## src/hdl/xxh64_pkg.sv

```systemverilog
package xxh64_pkg;

   // xxHash64 primes
   localparam logic [63:0] P1 = 64'h9E3779B185EBCA87;
   localparam logic [63:0] P2 = 64'hC2B2AE3D27D4EB4F;
   localparam logic [63:0] P3 = 64'h165667B19E3779F9;
   localparam logic [63:0] P4 = 64'h85EBCA77C2B2AE63;
   localparam logic [63:0] P5 = 64'h27D4EB2F165667C5;

   typedef enum logic [3:0] {
      ST_IDLE,
      ST_ROUND,
      ST_FIN_INIT,
      ST_MERGE_SUM,
      ST_MERGE_LANE,
      ST_ADD_LEN,
      ST_TAIL,
      ST_PART4,
      ST_PART1,
      ST_AVAL
   } state_type;

   typedef enum logic [4:0] {
      OP_NOP,
      OP_LD_ACC,
      OP_LD_STRIPE,
      OP_LD_H,
      OP_LD_P32,
      OP_LD_P8,
      OP_MUL_LO,
      OP_MUL_MID,
      OP_MUL_END,
      OP_ADD_ACC,
      OP_ROTL,
      OP_XOR_H,
      OP_ST_ACC,
      OP_ST_H,
      OP_ADD_H,
      OP_H_INIT,
      OP_ADD_LEN,
      OP_XSHR,
      OP_SHR_P32,
      OP_SHR_P8,
      OP_CAPTURE
   } op_type;

   typedef enum logic [2:0] {
      K_ZERO,
      K_P1,
      K_P2,
      K_P3,
      K_P4,
      K_P5
   } kc_type;

   typedef struct packed {
      op_type      op;
      kc_type      kc;
      logic [5:0]  amt;
   } uop_type;

   typedef struct packed {
      uop_type     uop;
      logic [1:0]  lane;
      logic        accept;
   } cmd_type;

   typedef struct packed {
      logic        round_due;
      logic        big;
      logic [1:0]  wis;
      logic [2:0]  rem;
   } status_type;

   function automatic logic [63:0] kval(kc_type kc);
      logic [63:0] k;
      unique case (kc)
         K_P1:    k = P1;
         K_P2:    k = P2;
         K_P3:    k = P3;
         K_P4:    k = P4;
         K_P5:    k = P5;
         default: k = '0;
      endcase
      return k;
   endfunction

   function automatic logic [63:0] rotl(logic [63:0] v, logic [5:0] r);
      return (v << r) | (v >> (7'd64 - {1'b0, r}));
   endfunction

   function automatic uop_type mk(op_type op, kc_type kc, logic [5:0] amt);
      uop_type u;
      u.op  = op;
      u.kc  = kc;
      u.amt = amt;
      return u;
   endfunction

   // last step index of each phase
   function automatic logic [3:0] phase_last(state_type s);
      logic [3:0] n;
      unique case (s)
         ST_ROUND:      n = 4'd9;
         ST_MERGE_SUM:  n = 4'd2;
         ST_MERGE_LANE: n = 4'd12;
         ST_TAIL:       n = 4'd13;
         ST_PART4:      n = 4'd10;
         ST_PART1:      n = 4'd10;
         ST_AVAL:       n = 4'd9;
         default:       n = 4'd0;
      endcase
      return n;
   endfunction

   // micro-program: datapath operation for a phase step
   function automatic uop_type uop_at(state_type s, logic [3:0] step, logic [1:0] lane);
      uop_type u;
      logic [5:0] mr;
      u = mk(OP_NOP, K_ZERO, 6'd0);
      unique case (lane)
         2'd0:    mr = 6'd1;
         2'd1:    mr = 6'd7;
         2'd2:    mr = 6'd12;
         default: mr = 6'd18;
      endcase
      unique case (s)
         ST_ROUND: begin
            unique case (step)
               4'd0:    u = mk(OP_LD_STRIPE, K_ZERO, 6'd0);
               4'd1:    u = mk(OP_MUL_LO, K_P2, 6'd0);
               4'd2:    u = mk(OP_MUL_MID, K_P2, 6'd0);
               4'd3:    u = mk(OP_MUL_END, K_P2, 6'd0);
               4'd4:    u = mk(OP_ADD_ACC, K_ZERO, 6'd0);
               4'd5:    u = mk(OP_ROTL, K_ZERO, 6'd31);
               4'd6:    u = mk(OP_MUL_LO, K_P1, 6'd0);
               4'd7:    u = mk(OP_MUL_MID, K_P1, 6'd0);
               4'd8:    u = mk(OP_MUL_END, K_P1, 6'd0);
               default: u = mk(OP_ST_ACC, K_ZERO, 6'd0);
            endcase
         end
         ST_FIN_INIT: u = mk(OP_H_INIT, K_ZERO, 6'd0);
         ST_MERGE_SUM: begin
            unique case (step)
               4'd0:    u = mk(OP_LD_ACC, K_ZERO, 6'd0);
               4'd1:    u = mk(OP_ROTL, K_ZERO, mr);
               default: u = mk(OP_ADD_H, K_ZERO, 6'd0);
            endcase
         end
         ST_MERGE_LANE: begin
            unique case (step)
               4'd0:    u = mk(OP_LD_ACC, K_ZERO, 6'd0);
               4'd1:    u = mk(OP_MUL_LO, K_P2, 6'd0);
               4'd2:    u = mk(OP_MUL_MID, K_P2, 6'd0);
               4'd3:    u = mk(OP_MUL_END, K_P2, 6'd0);
               4'd4:    u = mk(OP_ROTL, K_ZERO, 6'd31);
               4'd5:    u = mk(OP_MUL_LO, K_P1, 6'd0);
               4'd6:    u = mk(OP_MUL_MID, K_P1, 6'd0);
               4'd7:    u = mk(OP_MUL_END, K_P1, 6'd0);
               4'd8:    u = mk(OP_XOR_H, K_ZERO, 6'd0);
               4'd9:    u = mk(OP_MUL_LO, K_P1, 6'd0);
               4'd10:   u = mk(OP_MUL_MID, K_P1, 6'd0);
               4'd11:   u = mk(OP_MUL_END, K_P1, 6'd0);
               default: u = mk(OP_ST_H, K_P4, 6'd0);
            endcase
         end
         ST_ADD_LEN: u = mk(OP_ADD_LEN, K_ZERO, 6'd0);
         ST_TAIL: begin
            unique case (step)
               4'd0:    u = mk(OP_LD_STRIPE, K_ZERO, 6'd0);
               4'd1:    u = mk(OP_MUL_LO, K_P2, 6'd0);
               4'd2:    u = mk(OP_MUL_MID, K_P2, 6'd0);
               4'd3:    u = mk(OP_MUL_END, K_P2, 6'd0);
               4'd4:    u = mk(OP_ROTL, K_ZERO, 6'd31);
               4'd5:    u = mk(OP_MUL_LO, K_P1, 6'd0);
               4'd6:    u = mk(OP_MUL_MID, K_P1, 6'd0);
               4'd7:    u = mk(OP_MUL_END, K_P1, 6'd0);
               4'd8:    u = mk(OP_XOR_H, K_ZERO, 6'd0);
               4'd9:    u = mk(OP_ROTL, K_ZERO, 6'd27);
               4'd10:   u = mk(OP_MUL_LO, K_P1, 6'd0);
               4'd11:   u = mk(OP_MUL_MID, K_P1, 6'd0);
               4'd12:   u = mk(OP_MUL_END, K_P1, 6'd0);
               default: u = mk(OP_ST_H, K_P4, 6'd0);
            endcase
         end
         ST_PART4: begin
            unique case (step)
               4'd0:    u = mk(OP_LD_P32, K_ZERO, 6'd0);
               4'd1:    u = mk(OP_MUL_LO, K_P1, 6'd0);
               4'd2:    u = mk(OP_MUL_MID, K_P1, 6'd0);
               4'd3:    u = mk(OP_MUL_END, K_P1, 6'd0);
               4'd4:    u = mk(OP_XOR_H, K_ZERO, 6'd0);
               4'd5:    u = mk(OP_ROTL, K_ZERO, 6'd23);
               4'd6:    u = mk(OP_MUL_LO, K_P2, 6'd0);
               4'd7:    u = mk(OP_MUL_MID, K_P2, 6'd0);
               4'd8:    u = mk(OP_MUL_END, K_P2, 6'd0);
               4'd9:    u = mk(OP_ST_H, K_P3, 6'd0);
               default: u = mk(OP_SHR_P32, K_ZERO, 6'd0);
            endcase
         end
         ST_PART1: begin
            unique case (step)
               4'd0:    u = mk(OP_LD_P8, K_ZERO, 6'd0);
               4'd1:    u = mk(OP_MUL_LO, K_P5, 6'd0);
               4'd2:    u = mk(OP_MUL_MID, K_P5, 6'd0);
               4'd3:    u = mk(OP_MUL_END, K_P5, 6'd0);
               4'd4:    u = mk(OP_XOR_H, K_ZERO, 6'd0);
               4'd5:    u = mk(OP_ROTL, K_ZERO, 6'd11);
               4'd6:    u = mk(OP_MUL_LO, K_P1, 6'd0);
               4'd7:    u = mk(OP_MUL_MID, K_P1, 6'd0);
               4'd8:    u = mk(OP_MUL_END, K_P1, 6'd0);
               4'd9:    u = mk(OP_ST_H, K_ZERO, 6'd0);
               default: u = mk(OP_SHR_P8, K_ZERO, 6'd0);
            endcase
         end
         ST_AVAL: begin
            unique case (step)
               4'd0:    u = mk(OP_LD_H, K_ZERO, 6'd0);
               4'd1:    u = mk(OP_XSHR, K_ZERO, 6'd33);
               4'd2:    u = mk(OP_MUL_LO, K_P2, 6'd0);
               4'd3:    u = mk(OP_MUL_MID, K_P2, 6'd0);
               4'd4:    u = mk(OP_MUL_END, K_P2, 6'd0);
               4'd5:    u = mk(OP_XSHR, K_ZERO, 6'd29);
               4'd6:    u = mk(OP_MUL_LO, K_P3, 6'd0);
               4'd7:    u = mk(OP_MUL_MID, K_P3, 6'd0);
               4'd8:    u = mk(OP_MUL_END, K_P3, 6'd0);
               default: u = mk(OP_CAPTURE, K_ZERO, 6'd0);
            endcase
         end
         default: u = mk(OP_NOP, K_ZERO, 6'd0);
      endcase
      return u;
   endfunction

endpackage

```

## src/hdl/xxh64_ctrl.sv

```systemverilog
module xxh64_ctrl (
   input  logic                   clock,
   input  logic                   reset,
   input  logic                   req_valid,
   input  logic                   req_last_word,
   output logic                   req_ready,
   output logic                   rsp_valid,
   input  logic                   rsp_ready,
   input  logic                   csr_we,
   input  xxh64_pkg::status_type  status,
   output xxh64_pkg::cmd_type     cmd
);

   xxh64_pkg::state_type state_ff, state_in;
   logic [3:0]           step_ff, step_in;
   logic [1:0]           lane_ff, lane_in;
   logic                 fin_ff, fin_in;
   logic                 rsp_valid_ff, rsp_valid_in;
   logic                 accept;
   logic                 phase_end;
   logic                 out_wait;
   xxh64_pkg::state_type part_state;

   assign req_ready = (state_ff == xxh64_pkg::ST_IDLE);
   assign accept    = req_valid && req_ready;
   assign rsp_valid = rsp_valid_ff;
   assign phase_end = (step_ff == xxh64_pkg::phase_last(state_ff));
   // digest capture waits while the previous digest is still unaccepted
   assign out_wait  = (state_ff == xxh64_pkg::ST_AVAL) && phase_end &&
                      rsp_valid_ff && !rsp_ready;

   // pick the tail-byte phase from the remaining byte count
   always_comb begin
      if (status.rem >= 3'd4) begin
         part_state = xxh64_pkg::ST_PART4;
      end else if (status.rem != 3'd0) begin
         part_state = xxh64_pkg::ST_PART1;
      end else begin
         part_state = xxh64_pkg::ST_AVAL;
      end
   end

   // next state
   always_comb begin
      state_in     = state_ff;
      step_in      = phase_end ? 4'd0 : step_ff + 4'd1;
      lane_in      = lane_ff;
      fin_in       = fin_ff;
      rsp_valid_in = rsp_valid_ff && !rsp_ready;
      unique case (state_ff)
         xxh64_pkg::ST_IDLE: begin
            step_in = 4'd0;
            lane_in = 2'd0;
            if (accept) begin
               fin_in = req_last_word;
               if (status.round_due) begin
                  state_in = xxh64_pkg::ST_ROUND;
               end else if (req_last_word) begin
                  state_in = xxh64_pkg::ST_FIN_INIT;
               end
            end
         end
         xxh64_pkg::ST_ROUND: begin
            if (phase_end) begin
               lane_in = lane_ff + 2'd1;
               if (lane_ff == 2'd3) begin
                  state_in = fin_ff ? xxh64_pkg::ST_FIN_INIT : xxh64_pkg::ST_IDLE;
               end
            end
         end
         xxh64_pkg::ST_FIN_INIT: begin
            lane_in  = 2'd0;
            state_in = status.big ? xxh64_pkg::ST_MERGE_SUM : xxh64_pkg::ST_ADD_LEN;
         end
         xxh64_pkg::ST_MERGE_SUM: begin
            if (phase_end) begin
               lane_in = lane_ff + 2'd1;
               if (lane_ff == 2'd3) begin
                  state_in = xxh64_pkg::ST_MERGE_LANE;
               end
            end
         end
         xxh64_pkg::ST_MERGE_LANE: begin
            if (phase_end) begin
               lane_in = lane_ff + 2'd1;
               if (lane_ff == 2'd3) begin
                  state_in = xxh64_pkg::ST_ADD_LEN;
               end
            end
         end
         xxh64_pkg::ST_ADD_LEN: begin
            lane_in  = 2'd0;
            state_in = (status.wis != 2'd0) ? xxh64_pkg::ST_TAIL : part_state;
         end
         xxh64_pkg::ST_TAIL: begin
            if (phase_end) begin
               lane_in = lane_ff + 2'd1;
               if (lane_ff == status.wis - 2'd1) begin
                  state_in = part_state;
               end
            end
         end
         xxh64_pkg::ST_PART4: begin
            if (phase_end) begin
               // count drops by four at this edge
               state_in = (status.rem != 3'd4) ? xxh64_pkg::ST_PART1 : xxh64_pkg::ST_AVAL;
            end
         end
         xxh64_pkg::ST_PART1: begin
            if (phase_end && status.rem == 3'd1) begin
               state_in = xxh64_pkg::ST_AVAL;
            end
         end
         xxh64_pkg::ST_AVAL: begin
            if (out_wait) begin
               step_in = step_ff;
            end else if (phase_end) begin
               state_in     = xxh64_pkg::ST_IDLE;
               rsp_valid_in = 1'b1;
               fin_in       = 1'b0;
            end
         end
         default: state_in = xxh64_pkg::ST_IDLE;
      endcase
      // a seed write abandons the message
      if (csr_we) begin
         state_in = xxh64_pkg::ST_IDLE;
         fin_in   = 1'b0;
      end
   end

   // datapath command
   always_comb begin
      cmd.uop    = out_wait ?
                   xxh64_pkg::mk(xxh64_pkg::OP_NOP, xxh64_pkg::K_ZERO, 6'd0) :
                   xxh64_pkg::uop_at(state_ff, step_ff, lane_ff);
      cmd.lane   = lane_ff;
      cmd.accept = accept;
   end

   always_ff @(posedge clock) begin
      if (reset) begin
         state_ff     <= xxh64_pkg::ST_IDLE;
         step_ff      <= 4'd0;
         lane_ff      <= 2'd0;
         fin_ff       <= 1'b0;
         rsp_valid_ff <= 1'b0;
      end else begin
         state_ff     <= state_in;
         step_ff      <= step_in;
         lane_ff      <= lane_in;
         fin_ff       <= fin_in;
         rsp_valid_ff <= rsp_valid_in;
      end
   end

endmodule

```

## config.mk

```make
export PLATFORM = sky130hd
export DESIGN_NAME = xxh64_ctrl
export DESIGN_NICKNAME = d
export VERILOG_FILES = /design/src/hdl/xxh64_pkg.sv /design/src/hdl/xxh64_ctrl.sv
export SDC_FILE = /design/constraint.sdc
export NUM_CORES = 1
export LEC_CHECK = 0
export BUFFER_PORTS_ARGS = -buffer_cell sky130_fd_sc_hd__buf_2
export CAP_MARGIN = 20
export CORE_MARGIN = 2
export CORE_UTILIZATION = 35
export DETAILED_ROUTE_END_ITERATION = 16
export GPL_TIMING_DRIVEN = 0
export SETUP_SLACK_MARGIN = 0.4
export SKIP_CTS_REPAIR_TIMING = 1
export SLEW_MARGIN = 40
export SYNTH_ARGS = -nofsm -noshare
export SYNTH_HDL_FRONTEND = slang
export SYNTH_SLANG_ARGS = --single-unit
export TNS_END_PERCENT = 30
```

## constraint.sdc

```tcl
create_clock -name clock -period 8.5 [get_ports clock]
set_input_delay 0.425 -clock clock [delete_from_list [all_inputs] [get_ports clock]]
set_output_delay 0.425 -clock clock [all_outputs]
set_load 0.005 [all_outputs]
```

==> results.py, run 1 <==
metrics = {
    "final_layout": {
        "antenna_cells": 0,
        "drive_gt1_share_pct": 19.6,
        "fillers": 1013,
        "nNetsFinal": 477,
        "final_core_util_pct": 40.7,
        "areaGrowthSynthToFinish_pct": 12.3,
    },
    "floorplan": {
        "fp-row-count": 36,
        "die_h_um": 105,
        "die_area_um2": 10900,
        "start_util_pct": 36.2,
        "die_w_um": 105,
        "core_area_um2": 9770,
        "io_pins": 32,
    },
    "yosys": {
        "async_flop_share_pct": 0,
        "synth_edf_count": 0,
        "syn_nets": 439,
        "synth_ff_type": "dfxtp_1",
        "synthTopCellsByArea": "dfxtp_1 29%, ha_1 5.3%, mux2i_1 4.2%",
        "yosysTopAreaCellShare_pct": 28.9,
        "synth_common_cells": "51 x dfxtp_1, 32 x nor2_1, 27 x nand2_1",
        "ys_types": 84,
        "postSynthCellCount": 411,
        "syn_area_per_cell_um2": 8.61,
        "yosysWarningCount": 0,
        "ys_seq_area_share_pct": 28.9,
        "yosysMostFrequentCell": "dfxtp_1",
        "ys_seq_elements": 51,
        "synth_top_area_cell": "dfxtp_1",
        "syn-cell-area_um2": 3540,
    },
    "critical_path": {
        "crit_buf_inv": 2,
        "worstSetupEndpointType": "flip-flop",
        "worstSetupStartpointType": "flip-flop",
        "r2r_slack_ps": 4670,
        "critPathKind": "reg -> reg",
        "critPathSlowestCell": "nor2_1",
        "crit_family": "simple AND/OR/NAND/NOR gates",
        "worst_ep_arrival_time_ps": 4030,
        "critPathMaxStageDelay_ps": 630,
        "cp.required_ps": 8700,
        "critical_path.max_fanout": 9,
        "path_cells": "nor2_1, a22oi_4, xnor2_4, nor3_2, o31a_1, or2_2, ha_1, clkbuf_1, inv_1, a2111oi_0, a31oi_1",
    },
    "power_and_ir_drop": {
        "p_per_area_nw_per_um2": 259,
        "combPwrFrac_pct": 54.0,
        "ir_drop_mv": 0.0813,
        "p_leak_nw": 1.50,
        "clockPowerShare_pct": 17.6,
        "internal_power_mw": 0.544,
        "switchingPower_mw": 0.487,
        "p_sw_share_pct": 47.3,
        "power_frac_seq_pct": 28.4,
    },
    "clock_network": {
        "numCtsBuffers": 5,
        "clk_pin_slew_ps": 110,
        "insertion_delay_ps": 320,
        "cts-htree-levels": 2,
        "clock_path_buffers": 2,
        "cts_tree": "built",
        "cts_root_buffer": "clkbuf_8",
        "clock_sinks": 51,
    },
    "sta": {
        "setup_viol": 0,
        "holdWs_ps": 386,
        "layout_min_cycle_time_ps": 3830,
        "slew-limit-headroom_pct": 45.8,
        "fin_ws_ps": 4670,
        "finalCritPeriodShare_pct": 45.1,
        "clock.fmax_ghz": 0.261,
        "fin_skew_ps": 13.8,
        "slew_viol_final": 0,
        "rsz0062_at_grt": "no",
        "worst_pin_slew_ps": 810,
        "setup_tns_ps": 0,
        "hold_violations": 0,
    },
    "placement": {
        "gp_congestion": 0.922,
        "port_buffers": 31,
        "post-place-ws_ps": 4780,
        "dp_hpwl_um": 8760,
    },
    "route": {
        "route.antenna.remaining_nets": 0,
        "totalWireLength_um": 11600,
        "wire_per_inst_um": 19.9,
        "route.met3.wl_um": 815,
        "drt-met1-wl_um": 5310,
        "maxUsedRoutingLayer": "met4",
        "viasPerCell": 5.79,
        "first_pass_iters": 5,
        "drc": 0,
        "drtIter0Drc": 396,
        "dr_wl_met2_um": 5230,
        "vias": 3373,
    },
    "global_route": {
        "grt_overflow_total": 0,
        "grt_pass1_vias": 3133,
        "grt_max_degree": 18,
        "grt_antenna_before_repair": 0,
        "grt_first_pass_wirelength_um": 18000,
        "grt_usage_pct": 21.0,
    },
    "status": {
        "status": "finished clean",
    },
    "job": {
        "max-cap-violations": 0,
    },
    "min_path": {
        "hold_class": "in -> reg",
    },
}
==> layout make-up <==
cell class / instances / area, um^2 / share of cell area (%)
buffer: 30 / 148 / 3.72
clock buffer: 5 / 68.8 / 1.73
clock inverter: 3 / 46.3 / 1.16
inverter: 19 / 71.3 / 1.79
multi-input combinational: 311 / 2300 / 57.8
sequential: 51 / 1020 / 25.7
tap: 133 / 166 / 4.19
timing repair buffer: 31 / 155 / 3.90
==> worst register-to-register path: cells and delay by family (launching register included) <==
kind / cells / cell delay (ps)
flops: 1 / 350
xor+xnor: 1 / 290
buf+inv: 2 / 530
fa+ha+maj: 1 / 140
compound gates: 4 / 1060
simple gates: 3 / 1340
==> cell families after synthesis <==
logic type	after synthesis	synth area share [%]
AOI/OAI and AO/OA	136	30.4
DFF	51	28.9
xor gates and xnor gates	10	3.75
adders and majority gates	15	5.31
muxes	16	4.56
buffers and inverters	49	6.19
and+or+nand+nor	134	20.9
==> power groups by stage <==
| stage | clock network (mW) | logic, mW | registers, mW |
|---|---|---|---|
| after CTS | 0.184 | 0.547 | 0.292 |
| final | 0.182 | 0.557 | 0.292 |
| after floorplan | 0 | 0.393 | 0.292 |
| after global placement | 0 | 0.541 | 0.297 |
| after global routing | 0.191 | 0.594 | 0.296 |
| after detailed placement | 0 | 0.545 | 0.298 |
==> worst paths after layout <==
check / cells past startpoint / endpoint / from
setup / recovery: 11 / flip-flop / state_ff[2]
hold / removal: 3 / fin_ff / req_last_word
setup reg to reg: 11 / flip-flop / state_ff[2]
hold reg to reg: 2 / rsp_valid / rsp_valid
==> metrics by stage <==
| stage | total power, mW | instance area (um^2) | cells |
|---|---|---|---|
| 2_1_floorplan | 0.685 | 3540 | 411 |
| 3_3_place_gp | 0.838 | 3860 | 575 |
| 3_5_place_dp | 0.843 | 3860 | 575 |
| 4_1_cts | 1.02 | 3970 | 583 |
| 5_1_grt | 1.08 | 3970 | 583 |
| 6_report | 1.03 | 3970 | 583 |
==> layer usage <==
metal | vias up | GRT usage (%)
met1 | 1610 | 29.3
met2 | 146 | 33.2
met3 | 18 | 3.56
met5 | - | 0
met4 | 0 | 5.89
li1 | 1599 | -
==> cells in the final DEF (no fill, tap or decap), types with 3 or more instances in the layout <==
master and instances:
clkbuf_1 16, clkbuf_8 5, o21a_1 3, nand2b_1 7
dfxtp_1 51, nand3_1 5, ha_1 15, buf_4 3
a211oi_1 10, nand4_1 7, o31a_1 4, a2bb2oi_1 3
nor2b_1 9, inv_1 18, xor2_1 4, a32oi_1 5
o21ai_0 21, o211ai_1 3, xnor2_1 3, and4_1 3
o22ai_1 7, nand2_1 27, a22oi_1 6, a21oi_1 24
nor3_1 16, and3_1 3, nor2_1 32, or2_2 5
a31oi_1 8, and2_1 5, buf_2 38, mux2i_1 15
No activity file was read; power rests on OpenSTA's default activity.
==> inputs of run 2 (changes only) <==
==> constraint.sdc (replaced) <==
create_clock -name clock -period 3.3 [get_ports clock]
set_input_delay 0.165 -clock clock [delete_from_list [all_inputs] [get_ports clock]]
set_output_delay 0.165 -clock clock [all_outputs]
set_load 0.005 [all_outputs]
==> run 2 against run 1 <==
Net effect:
- total power rose to 2.9 times the previous value
- global-route usage fell by 0.063 points
- cell area increased by 9.8%
- highest routed layer unchanged
==> results.py, run 2 (synthesized netlist as in run 1, its figures left out) <==
metrics = {
    "status": {
        "status": "finished clean",
    },
    "critical_path": {
        "worst_ep_arrival_time_ps": 3090,
        "critPathKind": "reg -> reg",
        "timing.rr.start": "state_ff[2]",
        "cp.required_ps": 3550,
        "path_cells": "buf_6, xor2_2, a32oi_2, o221a_4, nor3_4, o31a_1, or2_4, ha_4, buf_4, a221oi_4, a211o_1",
        "worstSetupEndpointType": "flip-flop",
        "crit_family": "compound AO/OA/AOI/OAI gates",
        "crit_buf_inv": 2,
        "critPathMaxStageDelay_ps": 360,
        "critical_path.max_fanout": 10,
        "worstSetupStartpointType": "flip-flop",
        "crit_start": "state_ff[2]",
        "critPathSlowestCell": "dfxtp_2",
    },
    "global_route": {
        "grt_antenna_before_repair": 0,
        "grt_first_pass_wirelength_um": 18000,
        "grt_pass1_vias": 3224,
        "grt_overflow_total": 0,
        "grt_max_degree": 19,
        "grt_usage_pct": 20.9,
    },
    "clock_network": {
        "cts_tree": "built",
        "numCtsBuffers": 5,
        "clk_pin_slew_ps": 100,
        "insertion_delay_ps": 310,
        "clock_sinks": 51,
        "cts_root_buffer": "clkbuf_8",
        "cts-htree-levels": 2,
        "clock_path_buffers": 2,
    },
    "final_layout": {
        "antenna_cells": 0,
        "multi_input_area_um2": 2420,
        "nNetsFinal": 509,
        "final_common_cell": "dfxtp_1",
        "areaGrowthSynthToFinish_pct": 23.3,
        "regArea_um2": 1020,
        "final_cell_mix": "48 x dfxtp_1, 36 x buf_2, 35 x buf_4",
        "layoutNonFillerInstCount": 615,
        "fillers": 981,
        "drive_gt1_share_pct": 29.3,
    },
    "route": {
        "wire_per_inst_um": 19.5,
        "viasPerCell": 5.84,
        "first_pass_iters": 5,
        "drtIter0Drc": 311,
        "route.antenna.remaining_nets": 0,
        "totalWireLength_um": 12000,
        "vias": 3593,
        "drc": 0,
    },
    "floorplan": {
        "die_h_um": 105,
        "fp-row-count": 36,
        "die_w_um": 105,
        "start_util_pct": 36.2,
        "core_area_um2": 9770,
        "die_area_um2": 10900,
        "io_pins": 32,
    },
    "sta": {
        "slew_viol_final": 0,
        "finalCritPeriodShare_pct": 86.3,
        "layout_min_cycle_time_ps": 2850,
        "slew-limit-headroom_pct": 45.1,
        "fin_skew_ps": 8.73,
        "worst_pin_slew_ps": 823,
        "clock.fmax_ghz": 0.351,
        "setup_viol": 0,
        "rsz0062_at_grt": "yes",
        "hold_violations": 0,
    },
    "placement": {
        "dp_hpwl_um": 8770,
        "gp_congestion": 0.925,
        "post-place-cells": 575,
        "port_buffers": 31,
    },
    "job": {
        "max-cap-violations": 0,
    },
    "power_and_ir_drop": {
        "p_leak_nw": 1.72,
        "ir_drop_mv": 0.228,
        "p_per_area_nw_per_um2": 674,
        "power.total_mw": 2.94,
    },
    "min_path": {
        "hold_class": "in -> reg",
        "holdCritStartpoint": "rsp_ready",
    },
}
==> run 2: final cells by class <==
type	count	share of cell area [%]
multi-input cells	311	55.4
well taps	133	3.81
plain buffers	30	4.10
repair buffers	63	9.35
clock inverters	3	0.631
flip-flops and latches	51	23.5
inverters	19	1.63
clock buffers	5	1.58
==> run 2: routing by layer <==
metal  vias up  GRT usage, %  wire length [um]
met5         -             0                 0
met4         0          8.30               464
met3        33          3.06               931
met2       217          32.5              5250
met1      1668          29.1              5320
li1       1675             -                 -
==> run 2: final timing paths <==
check,end,slack (ps),cells after the start
worst min register to register,rsp_valid,500,2
worst max register to register,flip-flop,450,11
worst min-delay path,rsp_valid,140,3
worst max-delay path,flip-flop,450,11
==> run 2: through the flow <==
step           worst slack, ps  hold WS [ps]  TNS [ps]  util, %  area, um^2
2_1_floorplan              435           325         0        -        3560
3_3_place_gp              -440           461     -4160     39.8        3890
3_5_place_dp              -372           459     -4040     39.8        3890
4_1_cts                   -404           136     -4520     40.7        3980
5_1_grt                    320           159         0     44.6        4360
6_report                   453           135         0     44.6        4360
==> run 2: tightest hold or removal path, delay by kind of cell <==
kind            cells  cell delay (ps)
buf+inv             1               70
simple gates        1              110
compound gates      1               60
==> run 2: power by group <==
part,internal [mW],switching (mW),leakage (nW)
clock,0.156,0.241,0.0463
combinational,0.733,1.05,1.26
sequential,0.699,0.0668,0.414
total,1.59,1.35,1.72
==> inputs of run 3 (changes only) <==
--- a/config.mk
+++ b/config.mk
@@ -11,7 +11,7 @@
 export CORE_UTILIZATION = 35
 export DETAILED_ROUTE_END_ITERATION = 16
 export GPL_TIMING_DRIVEN = 0
-export SETUP_SLACK_MARGIN = 0.4
+export SETUP_SLACK_MARGIN = 0.5
 export SKIP_CTS_REPAIR_TIMING = 1
 export SLEW_MARGIN = 40
 export SYNTH_ARGS = -nofsm -noshare
==> run 3 against run 2 <==
Net effect:
- cell area grew 2.9%
- via count grew 1.0%
- setup slack lost 45 ps
- flip-flop and latch count is the same
- total power grew 1.9%
- die area is the same
- final cell count grew 0.16%
- clock power shrank 1%
- critical path depth is the same
- sequential share of layout area shrank 0.50 points
- clock-buffer cell count is the same
- clock skew grew 4.9 ps
==> results.py, run 3 (synthesized netlist as in run 1, its figures left out) <==
metrics = {
    "status": {
        "status": "finished clean",
    },
    "floorplan": {
        "start_util_pct": 36.2,
        "fp-row-count": 36,
        "die_h_um": 105,
        "core_area_um2": 9770,
        "die_w_um": 105,
        "io_pins": 32,
        "die_area_um2": 10900,
    },
    "power_and_ir_drop": {
        "p_sw_share_pct": 45.7,
        "ir_drop_mv": 0.214,
        "p_per_area_nw_per_um2": 667,
        "power_frac_seq_pct": 25.5,
        "combPwrFrac_pct": 61.4,
        "clockPowerShare_pct": 13.1,
        "internal_power_mw": 1.63,
        "p_leak_nw": 1.71,
        "switchingPower_mw": 1.37,
    },
    "critical_path": {
        "cp.required_ps": 3540,
        "critPathKind": "reg -> reg",
        "worstSetupStartpointType": "flip-flop",
        "worst_ep_arrival_time_ps": 3130,
        "worstSetupEndpointType": "flip-flop",
        "rr_worst_depth": 11,
        "critPathSlowestCell": "o31a_1",
        "critical_path.max_fanout": 8,
        "critPathMaxStageDelay_ps": 370,
        "path_cells": "buf_6, nor2b_1, o21ai_1, o211a_4, nor3_4, o31a_1, or2_4, ha_4, a311oi_2, nand2_1, a31oi_1",
    },
    "final_layout": {
        "antenna_cells": 0,
        "final_core_util_pct": 45.9,
        "areaGrowthSynthToFinish_pct": 27.0,
        "final_cell_mix": "46 x dfxtp_1, 35 x buf_2, 32 x buf_4",
        "final_common_cell": "dfxtp_1",
        "nNetsFinal": 510,
        "layoutNonFillerInstCount": 616,
        "drive_gt1_share_pct": 30.8,
    },
    "clock_network": {
        "insertion_delay_ps": 320,
        "clock_path_buffers": 2,
        "numCtsBuffers": 5,
        "clk_pin_slew_ps": 110,
        "cts_tree": "built",
        "cts-htree-levels": 2,
        "clock_sinks": 51,
        "cts_root_buffer": "clkbuf_8",
    },
    "global_route": {
        "grt_usage_pct": 20.9,
        "grt_first_pass_wirelength_um": 18100,
        "grt_max_degree": 19,
        "grt_antenna_before_repair": 0,
        "grt_overflow_total": 0,
        "grt_pass1_vias": 3244,
    },
    "placement": {
        "dp_hpwl_um": 8670,
        "gp_congestion": 0.962,
        "post-place-cells": 575,
        "post-place-ws_ps": -281,
        "port_buffers": 31,
    },
    "sta": {
        "fin_ws_ps": 408,
        "hold_violations": 0,
        "layout_min_cycle_time_ps": 2890,
        "slew-limit-headroom_pct": 34.4,
        "holdWs_ps": 131,
        "worst_pin_slew_ps": 977,
        "clock.fmax_ghz": 0.346,
        "slew_viol_final": 0,
        "rsz0062_at_grt": "yes",
        "fin_skew_ps": 13.6,
        "setup_tns_ps": 0,
        "setup_viol": 0,
        "finalCritPeriodShare_pct": 87.6,
    },
    "route": {
        "wire_per_inst_um": 19.7,
        "drc": 0,
        "vias": 3630,
        "route.antenna.remaining_nets": 0,
        "totalWireLength_um": 12100,
        "viasPerCell": 5.89,
        "first_pass_iters": 5,
        "drtIter0Drc": 338,
    },
    "min_path": {
        "hold_class": "in -> reg",
        "hold_depth": 3,
    },
    "job": {
        "max-cap-violations": 0,
    },
}
## run 3: worst paths after layout
check | startpoint | slack (ps) | to
hold reg to reg | rsp_valid | 510 | rsp_valid
hold / removal | rsp_ready | 130 | rsp_valid
setup reg to reg | state_ff[1] | 410 | flip-flop
setup / recovery | state_ff[1] | 410 | flip-flop
## run 3: area by class of cell
type | count | area, um^2
repair buffers | 64 | 445
clock buffers | 5 | 68.8
clock inverters | 3 | 26.3
inverters | 19 | 78.8
multi-input cells | 311 | 2470
well taps | 133 | 166
plain buffers | 30 | 205
flip-flops and latches | 51 | 1030
fillers | 958 | 5280
## run 3: layer usage
layer | GRT usage, % | part of all wire, % | vias up
met3 | 4.05 | 8.1 | 31
met5 | 0 | 0 | -
met2 | 33.3 | 46 | 228
li1 | - | - | 1673
met4 | 8.69 | 3.2 | 0
met1 | 27.6 | 43 | 1698
## run 3: worst max-delay path, delay by kind of cell (launching register included)
family / cells / cell delay, ps
buffers and inverters: 1 / 140
adder cells (fa/ha/maj): 1 / 250
AO/OA/AOI/OAI: 5 / 1430
AND/OR/NAND/NOR: 4 / 640
flip-flops: 1 / 360
## run 3: through the flow
step | area (um^2) | total power [mW]
global route | 4490 | 3.16
floorplan | 3580 | 1.79
finish | 4490 | 3.00
detailed placement | 3900 | 2.18
global placement | 3900 | 2.17
CTS | 4000 | 2.56
## run 3: power groups by stage
stage | combinational (mW) | sequential (mW) | clock, mW
2_1_floorplan | 1.04 | 0.753 | 0
3_3_place_gp | 1.41 | 0.764 | 0
3_5_place_dp | 1.41 | 0.766 | 0
4_1_cts | 1.42 | 0.752 | 0.391
5_1_grt | 1.95 | 0.778 | 0.428
6_report | 1.84 | 0.765 | 0.392
